$ cat src/tomq_pkg.sv
// Shared types and constants for the timestamp-ordered message queue.
// Used by the cell, the result buffer, the top level and the checker.
// No dependencies.
`default_nettype none

package tomq_pkg;

  localparam int DEPTH_DEFAULT = 64;
  localparam int STAMP_W       = 32;
  localparam int OBJECT_W      = 16;
  localparam int OUTLET_W      = 8;
  localparam int MESSAGE_W     = 16;
  localparam int COUNT_W       = 7;

  typedef enum logic [1:0] {
    OP_INSERT = 2'd0,
    OP_REMOVE = 2'd1,
    OP_POP    = 2'd2,
    OP_NOP    = 2'd3
  } opcode_t;

  typedef enum logic [1:0] {
    STS_OK        = 2'd0,
    STS_FULL      = 2'd1,
    STS_NOT_FOUND = 2'd2,
    STS_EMPTY     = 2'd3
  } status_t;

  typedef struct packed {
    logic [STAMP_W-1:0]   stamp;
    logic [OBJECT_W-1:0]  object;
    logic [OUTLET_W-1:0]  outlet;
    logic [MESSAGE_W-1:0] message;
  } entry_t;

  // Per-cycle command broadcast to every cell of the chain.
  typedef struct packed {
    logic do_insert;
    logic do_match;
    logic do_delete;
  } cell_ctl_t;

  typedef struct packed {
    status_t            status;
    logic [COUNT_W-1:0] count;
    logic               empty;
    entry_t             head;
  } result_t;

endpackage

`default_nettype wire

$ cat src/tomq_cell.sv
// One slot of the sorted chain: holds an entry and its valid bit.
// Depends on tomq_pkg for the entry and command types.
`default_nettype none

module tomq_cell (
  input  logic               clk,
  input  logic               rst,
  input  tomq_pkg::cell_ctl_t ctl,
  input  tomq_pkg::entry_t   new_ent,
  input  tomq_pkg::entry_t   left_ent,
  input  logic               left_valid,
  input  logic               left_go,
  input  tomq_pkg::entry_t   right_ent,
  input  logic               right_valid,
  input  logic               del_here,
  output tomq_pkg::entry_t   ent,
  output logic               valid,
  output logic               go,
  output logic               match
);

  logic take_insert;
  logic take_delete;

  // The new entry belongs at or before this slot when the slot is free or
  // holds a strictly later stamp. This is monotonic along the chain.
  assign go          = !valid || (new_ent.stamp < ent.stamp);
  assign take_insert = ctl.do_insert && go;
  assign take_delete = ctl.do_delete && del_here;

  always_ff @(posedge clk) begin
    if (rst) begin
      valid <= 1'b0;
    end else if (take_insert) begin
      valid <= left_go ? left_valid : 1'b1;
    end else if (take_delete) begin
      valid <= right_valid;
    end
  end

  always_ff @(posedge clk) begin
    if (take_insert) begin
      ent <= left_go ? left_ent : new_ent;
    end else if (take_delete) begin
      ent <= right_ent;
    end
  end

  always_ff @(posedge clk) begin
    if (ctl.do_match) begin
      match <= valid && (ent.object == new_ent.object) &&
               (ent.message == new_ent.message) && (ent.outlet == new_ent.outlet);
    end
  end

endmodule

`default_nettype wire

$ cat config.mk
export PLATFORM = sky130hd
export DESIGN_NAME = tomq_cell
export DESIGN_NICKNAME = d
export VERILOG_FILES = /design/src/tomq_pkg.sv /design/src/tomq_cell.sv
export SDC_FILE = /design/constraint.sdc
export NUM_CORES = 1
export LEC_CHECK = 0
export ABC_AREA = 1
export BUFFER_PORTS_ARGS = -buffer_cell sky130_fd_sc_hd__buf_2
export CAP_MARGIN = 20
export CORE_AREA = 2 2 117 119
export DETAILED_ROUTE_END_ITERATION = 12
export DIE_AREA = 0 0 119 121
export PLACE_DENSITY_LB_ADDON = 0.15
export SLEW_MARGIN = 20
export SYNTH_ARGS = -nofsm -noshare
export SYNTH_HDL_FRONTEND = slang
export SYNTH_SLANG_ARGS = --single-unit
$ cat constraint.sdc
create_clock -name clk -period 6.14 [get_ports clk]
set_clock_uncertainty 0.05 [all_clocks]
set_input_delay 0.614 -clock clk [delete_from_list [all_inputs] [get_ports clk]]
set_output_delay 0.614 -clock clk [all_outputs]
set_load 0.01 [all_outputs]
==> impl_metrics.csv <==
group,metric,value,unit
layout,layout-drive-gt1-share,0.3927,
power,leakagePower,3.662,nW
worst_hold_path,min_path_type,"input port to register",
sta,setup_ws,2807,ps
run_status,outcome,"finished clean",
global_route,first_global_vias,5178,
floorplanning,start_util,0.4057,
layout,area_delta_synth_final,33.28,%
drt,routed_wl,16800,um
global_route,overflow,0,
yosys,syn_area,5309,um2
clock_tree,clk_latency,330,ps
critical_path,crit_chain,"inv_1 -> ha_1 -> nand2_1 -> o21ai_0 -> nand2_1 -> nand3_1 -> a21oi_1 -> nand2_1 -> nand2_2 -> nand2_4 -> nand2_4",
critical_path,endpoint_kind,"register",
clock_tree,hold_buffers,0,
drt,vias_per_cell,4.892,
power,powerDensity,225.9,nW/um2
clock_tree,ctsResizeCount,0,
layout,fin_nets,1178,
layout,fill_cells,1322,
drt,drc,0,
yosys,yosysSeqAreaShare,0.4167,
drt,drt-initial-drc-count,252,
placed_design,gp_congestion,0.8549,
global_route,grt_pass1_wl,25870,um
floorplanning,dieArea,14400,um2
flow_run,maxCapViolCount,0,
clock_tree,cts_inserted_buffers,9,
placed_design,io_buffers,299,
yosys,yosys_warnings,0,
drt,dr.pass1.iters,6,
sta,slew_headroom,0.3419,
yosys,syn-instance-count,642,
clock_tree,cts_tree,"built",
floorplanning,die_w,119,um
yosys,synthArstFlopShare,0,
floorplanning,ioPinCount,300,
critical_path,cp.required,5930,ps
sta,fmax,0.3000,GHz
drt,ant_nets,0,
layout,diodes,0,
yosys,syn_area_per_cell,8.269,um2
critical_path,critPathMaxFanout,76,
power,power,0.001599,W
drt,dr_total_vias,5396,
global_route,grt_util_all_layers,0.2285,
sta,slew_viol_final,0,
power,peakVddDrop,156.8,uV
clock_tree,clock-root-buffer,"clkbuf_16",
yosys,synth_ff_type,"edfxtp_1",
drt,avgRoutedWirePerCell,15.23,um
placed_design,dp_slack,2403,ps
yosys,synth-edff-count,73,
sta,setup-violations-final,0,
clock_tree,cts_sinks,74,
clock_tree,h-tree-depth,3,
global_route,grt_max_degree,77,
critical_path,max_stage_delay,780,ps
clock_tree,postCtsSetupBuffers,0,
placed_design,hpwl,12920,um
critical_path,cp.arrival,3120,ps
floorplanning,num_rows,42,
critical_path,worst_path_most_repeated_cell,"nand2_1",
yosys,synth.distinct_cells,27,
floorplanning,core_area,13090,um2
sta,rsz0062_at_grt,"no",
clock_tree,path_clk_slew,50,ps
floorplanning,dieHeight,121,um
sta,worst_pin_slew,987.2,ps
yosys,syn_nets,898,
yosys,synth-seq-cells,74,
sta,setup_tns,0,ps
critical_path,critPathLaunchType,"register",
critical_path,crit_path_top_delay_cell,"nand2_4",
global_route,antenna_found_initial,0,
sta,fin_crit_sh,0.5428,
critical_path,cp.buffers_inverters,1,
sta,min_period,3333,ps
critical_path,cpLargestDelayFamily,"simple AND/OR/NAND/NOR gates",
sta,hold_viol,0,
critical_path,crit_type,"register to register",
clock_tree,clock_path_buffers,2,
[area by class of cell]
class,count,area (um2),share of cell area
multi-input combinational,468,2621,0.3705
sequential,74,2212,0.3126
timing repair buffer,300,1504,0.2126
clock buffer,11,232.7,0.03289
tap,176,220.2,0.03112
inverter,69,264.0,0.03731
clock inverter,5,21.27,0.003006
[flip-flops by register name, summed over array words and instances, names as in the netlist]
register,cells
valid,1
match,1
ent,72
[through the flow]
| stage | cell area (um2) | hold slack [ps] | utilization | cells |
|---|---|---|---|---|
| 3_3_place_gp | 6822 | 510.3 | 0.5213 | 1087 |
| 4_1_cts | 7076 | 383.9 | 0.5407 | 1103 |
| 3_5_place_dp | 6822 | 529.2 | 0.5213 | 1087 |
| 2_1_floorplan | 5309 | 483.9 | - | 642 |
| 5_1_grt | 7076 | 403.9 | 0.5407 | 1103 |
| 6_report | 7076 | 389.4 | 0.5407 | 1103 |
[cell families after synthesis]
logic type,synth area share
AOI/OAI and AO/OA,0.1584
xor gates and xnor gates,0.01320
adders and majority gates,0.07306
buffers and inverters,0.09097
DFF,0.4167
and+or+nand+nor,0.2477
[Yosys cell counts, drive strengths merged (2+ instances only)]
library cell	number	area share
nand2	229	0.16
edfxtp	73	0.41
o211ai	72	0.10
inv	69	0.050
or2	48	0.057
ha	31	0.073
a21oi	17	0.016
buf	17	0.031
o21ai	17	0.016
clkbuf	14	0.0099
nor2	10	0.0071
nor4	8	0.0094
nand3	7	0.0066
o22ai	7	0.0082
a22o	6	0.0099
xor2	5	0.0082
xnor2	3	0.0050
a221oi	2	0.0033
nand4	2	0.0024
nor3	2	0.0019
[report_power, final]
group	switching [W]	internal, W	total (W)
Sequential	0.0000413	0.000642	0.000683
Clock	0.000194	0.000268	0.000462
Combinational	0.000261	0.000192	0.000454
Total	0.000496	0.00110	0.00160
[per-layer routing]
layer | part of all wire | track usage | vias to the layer above
li1 | - | - | 2746
met1 | 0.42 | 0.2771 | 2386
met2 | 0.48 | 0.4059 | 248
met3 | 0.084 | 0.05357 | 16
met4 | 0.015 | 0.06324 | 0
met5 | 0 | 0 | -
[cell usage in the layout, fill, tap and decap left out, drive strengths merged, types with 11 or more instances in the layout]
cell type / netlist / routed
inv: 69 / 69
buf: 17 / 300
a21oi: 17 / 17
clkbuf: 14 / 11
ha: 31 / 31
o21ai: 17 / 17
or2: 48 / 48
edfxtp: 73 / 73
nand2: 229 / 229
o211ai: 72 / 72
[worst paths after layout]
path                                           end          startpoint  slack [ps]  cells past startpoint
worst max-delay path             ent[38]$_DFFE_PP_   ent[59]$_DFFE_PP_        2810                     11
worst min-delay path            valid$_SDFFE_PP0P_                 rst         390                      2
worst max register to register   ent[38]$_DFFE_PP_   ent[59]$_DFFE_PP_        2810                     11
worst min register to register  valid$_SDFFE_PP0P_  valid$_SDFFE_PP0P_         530                      2
Note: power is estimated with default switching activity, not from simulation.
