$ cat src/tomq_pkg.sv
// Shared types and constants for the timestamp-ordered message queue.
// Used by the cell, the result buffer, the top level and the checker.
// No dependencies.
`default_nettype none

package tomq_pkg;

  localparam int DEPTH_DEFAULT = 64;
  localparam int STAMP_W       = 32;
  localparam int OBJECT_W      = 16;
  localparam int OUTLET_W      = 8;
  localparam int MESSAGE_W     = 16;
  localparam int COUNT_W       = 7;

  typedef enum logic [1:0] {
    OP_INSERT = 2'd0,
    OP_REMOVE = 2'd1,
    OP_POP    = 2'd2,
    OP_NOP    = 2'd3
  } opcode_t;

  typedef enum logic [1:0] {
    STS_OK        = 2'd0,
    STS_FULL      = 2'd1,
    STS_NOT_FOUND = 2'd2,
    STS_EMPTY     = 2'd3
  } status_t;

  typedef struct packed {
    logic [STAMP_W-1:0]   stamp;
    logic [OBJECT_W-1:0]  object;
    logic [OUTLET_W-1:0]  outlet;
    logic [MESSAGE_W-1:0] message;
  } entry_t;

  // Per-cycle command broadcast to every cell of the chain.
  typedef struct packed {
    logic do_insert;
    logic do_match;
    logic do_delete;
  } cell_ctl_t;

  typedef struct packed {
    status_t            status;
    logic [COUNT_W-1:0] count;
    logic               empty;
    entry_t             head;
  } result_t;

endpackage

`default_nettype wire

$ cat src/tomq_result_buf.sv
// Two-entry result buffer that decouples the queue from the response stall.
// Depends on tomq_pkg for the result type.
`default_nettype none

module tomq_result_buf (
  input  logic              clk,
  input  logic              rst,
  input  logic              push,
  input  tomq_pkg::result_t push_data,
  input  logic              stall,
  output logic              valid,
  output tomq_pkg::result_t data,
  output logic [1:0]        count
);

  tomq_pkg::result_t skid;
  logic              pop;

  assign pop   = valid && !stall;
  assign valid = (count != 2'd0);

  always_ff @(posedge clk) begin
    if (rst) begin
      count <= 2'd0;
    end else begin
      count <= count + {1'b0, push} - {1'b0, pop};
    end
  end

  always_ff @(posedge clk) begin
    unique case (count)
      2'd0: begin
        if (push) data <= push_data;
      end
      2'd1: begin
        if (push && pop) begin
          data <= push_data;
        end else if (push) begin
          skid <= push_data;
        end
      end
      2'd2: begin
        if (pop) begin
          data <= skid;
          if (push) skid <= push_data;
        end
      end
      default: begin
      end
    endcase
  end

endmodule

`default_nettype wire

$ cat config.mk
export PLATFORM = sky130hd
export DESIGN_NAME = tomq_result_buf
export DESIGN_NICKNAME = d
export VERILOG_FILES = /design/src/tomq_pkg.sv /design/src/tomq_result_buf.sv
export SDC_FILE = /design/constraint.sdc
export NUM_CORES = 1
export LEC_CHECK = 0
export ABC_CLOCK_PERIOD_IN_PS = 8800
export BUFFER_PORTS_ARGS = -buffer_cell sky130_fd_sc_hd__buf_2
export CORE_AREA = 2 2 115 117
export DETAILED_ROUTE_END_ITERATION = 12
export DIE_AREA = 0 0 117 119
export GPL_ROUTABILITY_DRIVEN = 0
export PLACE_DENSITY_LB_ADDON = 0.12
export SYNTH_ARGS = -nofsm -noshare
export SYNTH_HDL_FRONTEND = slang
export SYNTH_SLANG_ARGS = --single-unit
export TNS_END_PERCENT = 100
$ cat constraint.sdc
create_clock -name clk -period 8.8 [get_ports clk]
set_input_delay 0.44 -clock clk [delete_from_list [all_inputs] [get_ports clk]]
set_output_delay 0.44 -clock clk [all_outputs]
set_load 0.05 [all_outputs]
==> impl_metrics.toml, run 1 <==
[setup_path]
slowest_delay_ps = 850
cp_max_fo = 51
crit_required_ps = 8850
worst_ep_arrival_time_ps = 3000
slowest_stage = "a21oi_4"
critPathTopFamily = "compound AO/OA/AOI/OAI gates"
worstPathCellList = "or3b_2 -> a21oi_4 -> buf_4"
end_kind = "register"
path_class = "reg -> reg"
critPathLaunchType = "register"
crit_buf_inv = 1

[timing]
slew_viol_final = 0
rsz0062_at_grt = "no"
fin_ws_ps = 5850
whs_ps = 210
fmax_mhz = 339
worst_pin_slew_ps = 1050
setup_viol = 0
fin_worst_skew_ps = 5.76
finalHoldViolCount = 0
min_period_ps = 2950
tns_ps = 0
post-route-period-util_pct = 33.5
slew_headroom_pct = 29.8

[power_and_ir_drop]
leakage_uw = 0.00313
switching_share_pct = 25.8
ir_drop_mv = 0.105
p_clk_share_pct = 37.2
p_switching_uw = 482
internal_power_uw = 1390
combinationalPowerShare_pct = 12.9
seq_power_share_pct = 49.9
powerDensity_mw_per_mm2 = 234

[floorplan]
die_y_um = 119
core_mm2 = 0.0129
row_count = 42
io_pins = 171
die_width_um = 117
die_area_mm2 = 0.0139
initial_utilization_pct = 50.3

[route]
wire_per_inst_um = 16.3
drc = 0
dr_total_vias = 3093
detail_route.vias_per_cell = 4.78
route.met3.wl_um = 695
top_layer_used = "met4"
drtIter0Drc = 182
met1Wirelength_um = 4700
drtAntennaViolNets = 0
wl_um = 10500
drt_pass1_iterations = 4
wl_met2_um = 4930

[placement]
io_buffers = 170
preCtsSetupSlack_ps = 5680

[finish]
multi_input_area_mm2 = 0.00136
nNetsFinal = 545
nFillCells = 962
diodes = 0
regArea_mm2 = 0.00496
drive_gt1_share_pct = 62.4
mostFrequentLayoutCell = "buf_2"
area_growth_pct = 23.4
final_cell_mix = "buf_2, edfxtp_1, mux2_4"

[yosys]
ys_warn_count = 0
synth_seq_cells = 166
synth_top_area_cell = "edfxtp_1"
synth_area_leaders = "edfxtp_1, mux2_4, buf_12"
synth_top_area_share_pct = 76.1
ys_seq_area_share_pct = 76.7
avgSynthCellArea_um2 = 23.7
syn_inst = 273
yosysUniqueCellTypes = 18
syn_area_mm2 = 0.00647
synth_nets = 360

[clock_network]
ctsResizeCount = 0
path_clk_slew_ps = 70
cts_tree = "done"
cts_buffer_depth = 2
cts_buffers = 17
post_cts_buffers = 0
cts_hold_buf = 0
tritoncts_num_sinks = 166
clkLatencyLatePin_ps = 420
cts_max_level = 4
cts.root.buffer_cell = "clkbuf_16"

[grt]
grt_pass1_vias = 2961
antenna_found_initial = 0
grt_pass1_wl_um = 15700
grt_max_degree = 52
track_usage_pct = 15.5
grt-ovfl-total = 0

[status]
outcome = "completed"

[min_path]
hold_class = "in -> reg"

[flow_run]
maxCapViolations = 0
per-layer routing:
metal	up-vias	track usage [%]
met1	1500	20.5
li1	1459	-
met2	119	23.2
met3	15	5.39
met5	-	0
met4	0	7.21
synthesized netlist by cell type:
cell / count
o21ai_0: 1
inv_1: 1
ha_1: 1
nor2b_2: 1
nor2b_1: 2
mux2_2: 3
buf_12: 9
or2_2: 1
o31ai_1: 1
a21oi_1: 1
nand2_1: 2
nor2_1: 1
mux2_4: 80
dfxtp_1: 2
edfxtp_1: 164
or3b_2: 1
and2_1: 1
nand3b_1: 1
state kept, by name, indices dropped and copies added, names as in the netlist:
name	count
count	2
data	82
skid	82
cell type report:
type | count | share of cell area, %
timing repair buffer | 175 | 11.1
inverter | 1 | 0.0470
sequential | 166 | 62.1
clock inverter | 15 | 1.64
clock buffer | 17 | 5.32
tap | 176 | 2.76
multi-input combinational | 97 | 17.0
through the flow:
stage | utilization (%) | power, uW | cells | instance area (um^2)
finish | 62.1 | 1870 | 647 | 7990
detailed placement | 57.7 | 1200 | 615 | 7430
global route | 62.1 | 1930 | 647 | 7990
floorplan | - | 1140 | 273 | 6470
global placement | 57.7 | 1190 | 615 | 7430
CTS | 62.1 | 1890 | 647 | 7990
kinds of logic (layout without fill, tap and decap cells):
group	Yosys count	after routing	share of synthesized area [%]
AND/OR/NAND/NOR	10	10	0.947
buffers and inverters	10	208	2.84
flip-flops	166	166	76.7
adder cells (fa/ha/maj)	1	1	0.193
AO/OA/AOI/OAI	3	3	0.270
multiplexers	83	83	19.1
final timing paths:
check | depth (start not counted) | startpoint | to | slack [ps]
max | 3 | count[1] | skid[59] | 5850
min reg2reg | 1 | skid[45] | data[45] | 540
max reg2reg | 3 | count[1] | skid[59] | 5850
min | 1 | push_data[43] | skid[43] | 210
power by group through the flow:
stage	Combinational, uW	Sequential [uW]	Clock, uW
finish	241	934	695
detailed placement	244	951	0
global route	253	938	741
global placement	241	950	0
floorplan	69.7	1070	0
CTS	245	935	708
No activity file was read; power rests on OpenSTA's default activity.
==> inputs of run 2 (changes only) <==
Settings changed: ABC_CLOCK_PERIOD_IN_PS 8800 to 3000.
Clock period 8.8 ns to 3 ns, I/O delays scaled along.
==> run 2 against run 1 <==
Hold slack lost 100 ps. Sequential share of layout area shrank 6.4 points. First-iteration DRC count grew 1.1%. Worst setup slack lost 4900 ps. Core utilization grew 7.2 points. Largest cell class unchanged. Fmax grew 46%. Largest power group unchanged.
==> impl_metrics.toml, run 2 (synthesis results as in run 1) <==
[clock_network]
cts_buffers = 17
tritoncts_num_sinks = 166
path_clk_slew_ps = 60
cts.root.buffer_cell = "clkbuf_16"
post_cts_buffers = 0
cts_tree = "done"
cts_max_level = 4
clkLatencyLatePin_ps = 410
cts_buffer_depth = 2

[route]
dr_total_vias = 3428
drtIter0Drc = 184
top_layer_used = "met4"
wire_per_inst_um = 15.7
route.met3.wl_um = 721
wl_um = 11500
drtAntennaViolNets = 0
wl_met2_um = 5600
detail_route.vias_per_cell = 4.69
drt_pass1_iterations = 6
drc = 0
met1Wirelength_um = 4980

[timing]
min_period_ps = 2020
whs_ps = 106
fmax_mhz = 496
slew_headroom_pct = 55.1
fin_worst_skew_ps = 6.53
rsz0062_at_grt = "no"
finalHoldViolCount = 0
worst_pin_slew_ps = 674
tns_ps = 0
slew_viol_final = 0
setup_viol = 0
post-route-period-util_pct = 67.2

[floorplan]
row_count = 42
die_area_mm2 = 0.0139
die_y_um = 119
die_width_um = 117
io_pins = 171
core_mm2 = 0.0129
initial_utilization_pct = 50.3

[grt]
antenna_found_initial = 0
grt_max_degree = 80
track_usage_pct = 17.3
grt-ovfl-total = 0
grt_pass1_wl_um = 17800
grt_pass1_vias = 3558

[flow_run]
maxCapViolations = 0

[finish]
area_growth_pct = 37.8
final_cell_mix = "buf_2, edfxtp_1, dlygate4sd3_1"
top_regs = "data x82, skid x82, count x2"
fin_cells = 731
mostFrequentLayoutCell = "buf_2"
diodes = 0
post-route-util_pct = 69.3
drive_gt1_share_pct = 52.4
nNetsFinal = 629

[status]
outcome = "completed"

[power_and_ir_drop]
powerDensity_mw_per_mm2 = 642
seq_power_share_pct = 47.9
combinationalPowerShare_pct = 14.0
switching_share_pct = 23.6
p_switching_uw = 1350
ir_drop_mv = 0.393
leakage_uw = 0.00352
internal_power_uw = 4380
p_clk_share_pct = 38.2

[setup_path]
cp_max_fo = 52
path_class = "reg -> reg"
crit_required_ps = 3040
critPathLaunchType = "register"
end_kind = "register"
slowest_delay_ps = 570
worst_ep_arrival_time_ps = 2060
worstPathCellList = "or3b_2 -> o31ai_4 -> buf_4"
slowest_stage = "buf_4"

[placement]
dp_cells = 616
place_hpwl_um = 7060
io_buffers = 170

[min_path]
hold_class = "in -> reg"
run 2: power groups by stage:
stage	clock network (uW)	logic (uW)	registers, uW
2_1_floorplan	0	209	3120
3_3_place_gp	0	713	2790
3_5_place_dp	0	724	2790
4_1_cts	2230	809	2740
5_1_grt	2320	845	2760
6_report	2190	801	2740
run 2: routing by layer:
metal	GRT usage, %	vias to the layer above
met5	0	-
met4	6.99	0
met3	6.01	17
met2	27.6	117
met1	21.5	1668
li1	-	1626
run 2: area by class of cell:
class / instances / area (um^2)
flip-flops and latches: 166 / 4970
multi-input cells: 97 / 1360
fillers: 846 / 3950
inverters: 1 / 3.75
well taps: 176 / 220
clock inverters: 12 / 158
clock buffers: 20 / 437
repair buffers: 259 / 1780
run 2: repair_timing:
action / CTS / global route
endpoints found under the hold margin: 83 / 0
hold buffers: 83 / 0
setup endpoints to repair: 0 / 0
gates resized for setup: 0 / 0
run 2: worst max-delay path: cells and delay by family, from the launching register on:
family | cells | cell delay, ps
AOI/OAI and AO/OA | 1 | 90
buffers and inverters | 1 | 570
DFF | 1 | 390
and+or+nand+nor | 1 | 540
run 2: path summary, 6_finish.rpt:
kind / from / cells past startpoint / end / slack [ps]
worst max-delay path: count[1] / 3 / data[72] / 980
worst min-delay path: push / 3 / count[0] / 110
worst max register to register: count[1] / 3 / data[72] / 980
worst min register to register: skid[78] / 1 / data[78] / 540
run 2: metrics by stage:
stage          power (uW)  cell area, um^2  worst slack, ps
6_report             5730             8920              984
5_1_grt              5920             8920              899
4_1_cts              5780             8920              954
3_5_place_dp         3520             7500              971
3_3_place_gp         3500             7500             1010
2_1_floorplan        3330             6510             -136
==> inputs of run 3 (changes only) <==
Settings changed: ABC_AREA from default to 1, ABC_CLOCK_PERIOD_IN_PS 3000 to 1710, CORE_AREA 2 2 115 117 to 2 2 117 119, DIE_AREA 0 0 117 119 to 0 0 119 121.
Clock period 3 ns to 1.71 ns, I/O delays scaled along.
==> run 3 against run 2 <==
Clock skew shrank 0.56 ps. Combinational power increased by 70%. Design area fell by 3.1%. Hold slack worse by 78 ps. Register-to-register slack worse by 800 ps. Cell count up 24%. Clock power is 70% higher. Sequential share of layout area up 1.8 points. First-iteration DRC count increased by 43%. Critical endpoint is now skid[70]. Largest power group unchanged.
==> impl_metrics.toml, run 3 <==
[status]
outcome = "completed"

[flow_run]
maxCapViolations = 0

[route]
detail_route.vias_per_cell = 4.54
drc = 0
wl_um = 12700
drtAntennaViolNets = 0
drt_pass1_iterations = 5
dr_total_vias = 4110
drtIter0Drc = 263
wire_per_inst_um = 14.0

[timing]
whs_ps = 27.1
post-route-period-util_pct = 89.2
fin_ws_ps = 184
min_period_ps = 1530
slew_viol_final = 0
finalHoldViolCount = 0
fin_worst_skew_ps = 5.98
slew_headroom_pct = 64.1
worst_pin_slew_ps = 538
fmax_mhz = 655
rsz0062_at_grt = "no"
setup_viol = 0

[yosys]
synth_seq_cells = 166
synth_nets = 538
syn_area_mm2 = 0.00610
synth_most_common_cell = "nand2_1"
avgSynthCellArea_um2 = 13.5
synth_area_leaders = "edfxtp_1, nand2_1, buf_4"
synthFlopType = "edfxtp_1"
yosysUniqueCellTypes = 14
synthArstFlopShare_pct = 0
synth.cells.most_frequent = "nand2_1, edfxtp_1, buf_2"
ys_seq_area_share_pct = 81.4
synthAdderAreaFrac_pct = 0.205
synth_edf_count = 164
synth-simple-area-share_pct = 16.1
synth_top_family_by_area = "simple AND/OR/NAND/NOR gates"
synth_mux_area_share_pct = 0
synth_top_area_cell = "edfxtp_1"
synth-xor-area-share_pct = 0
synth_top_area_share_pct = 80.8
synth_compound_gate_area_share_pct = 0.164
ys_warn_count = 0
syn_inst = 451

[clock_network]
cts_buffers = 17
path_clk_slew_ps = 60
cts_buffer_depth = 2
clkLatencyLatePin_ps = 410
cts_tree = "done"
cts.root.buffer_cell = "clkbuf_16"
cts_max_level = 4
tritoncts_num_sinks = 166

[floorplan]
initial_utilization_pct = 46.6
row_count = 42
core_mm2 = 0.0131
die_y_um = 121
io_pins = 171
die_width_um = 119
die_area_mm2 = 0.0144

[setup_path]
slowest_delay_ps = 350
worst_ep_arrival_time_ps = 1620
end_kind = "register"
cp_max_fo = 46
path_class = "reg -> reg"
crit_required_ps = 1800
slowest_stage = "dfxtp_2"
worstPathCellList = "o21ai_1 -> nand2_1 -> a21oi_4 -> buf_12"
critPathLaunchType = "register"

[finish]
diodes = 0
area_growth_pct = 41.8
drive_gt1_share_pct = 29.6
post-route-util_pct = 66.1
fin_cells = 906
final_cell_area_mm2 = 0.00865
top_regs = "data x82, skid x82, count x2"
nNetsFinal = 804
mostFrequentLayoutCell = "nand2_1"
final_cell_mix = "nand2_1, buf_2, edfxtp_1"

[grt]
grt_pass1_vias = 4016
grt-ovfl-total = 0
track_usage_pct = 18.6
antenna_found_initial = 0
grt_max_degree = 50
grt_pass1_wl_um = 20300

[power_and_ir_drop]
leakage_uw = 0.00370
powerDensity_mw_per_mm2 = 1140
ir_drop_mv = 0.699

[placement]
io_buffers = 170
dp_cells = 791
preCtsSetupSlack_ps = 94.9
place_hpwl_um = 7820
placed_cell_area_mm2 = 0.00724

[min_path]
hold_class = "in -> reg"
run 3: cell count changes in the layout (fill, tap and decap cells not counted), moves of 2 or more:
cell | before | now
clkinv_1 | 5 | 3
nor2_1 | 1 | 3
inv_1 | 1 | 4
nand2_1 | 2 | 251
nor2b_1 | 2 | 0
buf_4 | 2 | 6
mux2_2 | 3 | 0
clkinvlp_4 | 0 | 2
clkinv_2 | 2 | 4
mux2_4 | 80 | 0
nand2_4 | 0 | 2
run 3: metrics by stage:
stage	TNS, ps	power [uW]
4_1_cts	0	9990
6_report	0	9900
3_3_place_gp	0	6100
3_5_place_dp	0	6120
5_1_grt	0	10300
2_1_floorplan	-116720	5740
run 3: per-layer routing:
layer / share of wire [%] / GRT usage, % / routed length [um] / vias up
li1: - / - / - / 2056
met3: 6.0 / 5.12 / 759 / 26
met2: 49 / 29.9 / 6180 / 159
met4: 2.4 / 8.93 / 305 / 0
met5: 0 / 0 / 0 / -
met1: 43 / 23.4 / 5460 / 1869
run 3: cell families (layout without fill, tap and decap cells):
logic type,count (synthesis),count (layout)
flip-flops,166,166
buffers and inverters,23,302
adder cells (fa/ha/maj),1,1
AO/OA/AOI/OAI,2,2
AND/OR/NAND/NOR,259,259
run 3: report_power, final:
part,switching (uW),internal [uW]
registers,57.1,4760
clock network,1450,2270
logic,959,405
total,2460,7430
run 3: final timing paths:
| kind | startpoint | endpoint | slack (ps) | cells after the start |
|---|---|---|---|---|
| worst max register to register | count[0] | skid[70] | 180 | 4 |
| worst max-delay path | count[0] | skid[70] | 180 | 4 |
| worst min-delay path | stall | count[1] | 30 | 4 |
| worst min register to register | skid[60] | data[60] | 510 | 2 |
run 3: area by class of cell:
cell class	instances	area (um^2)
flip-flops and latches	166	4970
clock inverters	12	136
well taps	176	220
inverters	6	25.0
fillers	981	4440
clock buffers	20	437
multi-input cells	262	1030
repair buffers	264	1830
run 3: worst max-delay path: cells and delay by family (launching register included):
kind	cells	cell delay, ps
compound gates	2	420
simple gates	1	130
flops	1	350
buf+inv	1	280
run 3: repair_timing:
item	CTS	global route
hold buffers	83	0
endpoints found under the setup margin	0	81
endpoints found under the hold margin	166	0
setup buffers	0	0
resized for setup	0	1
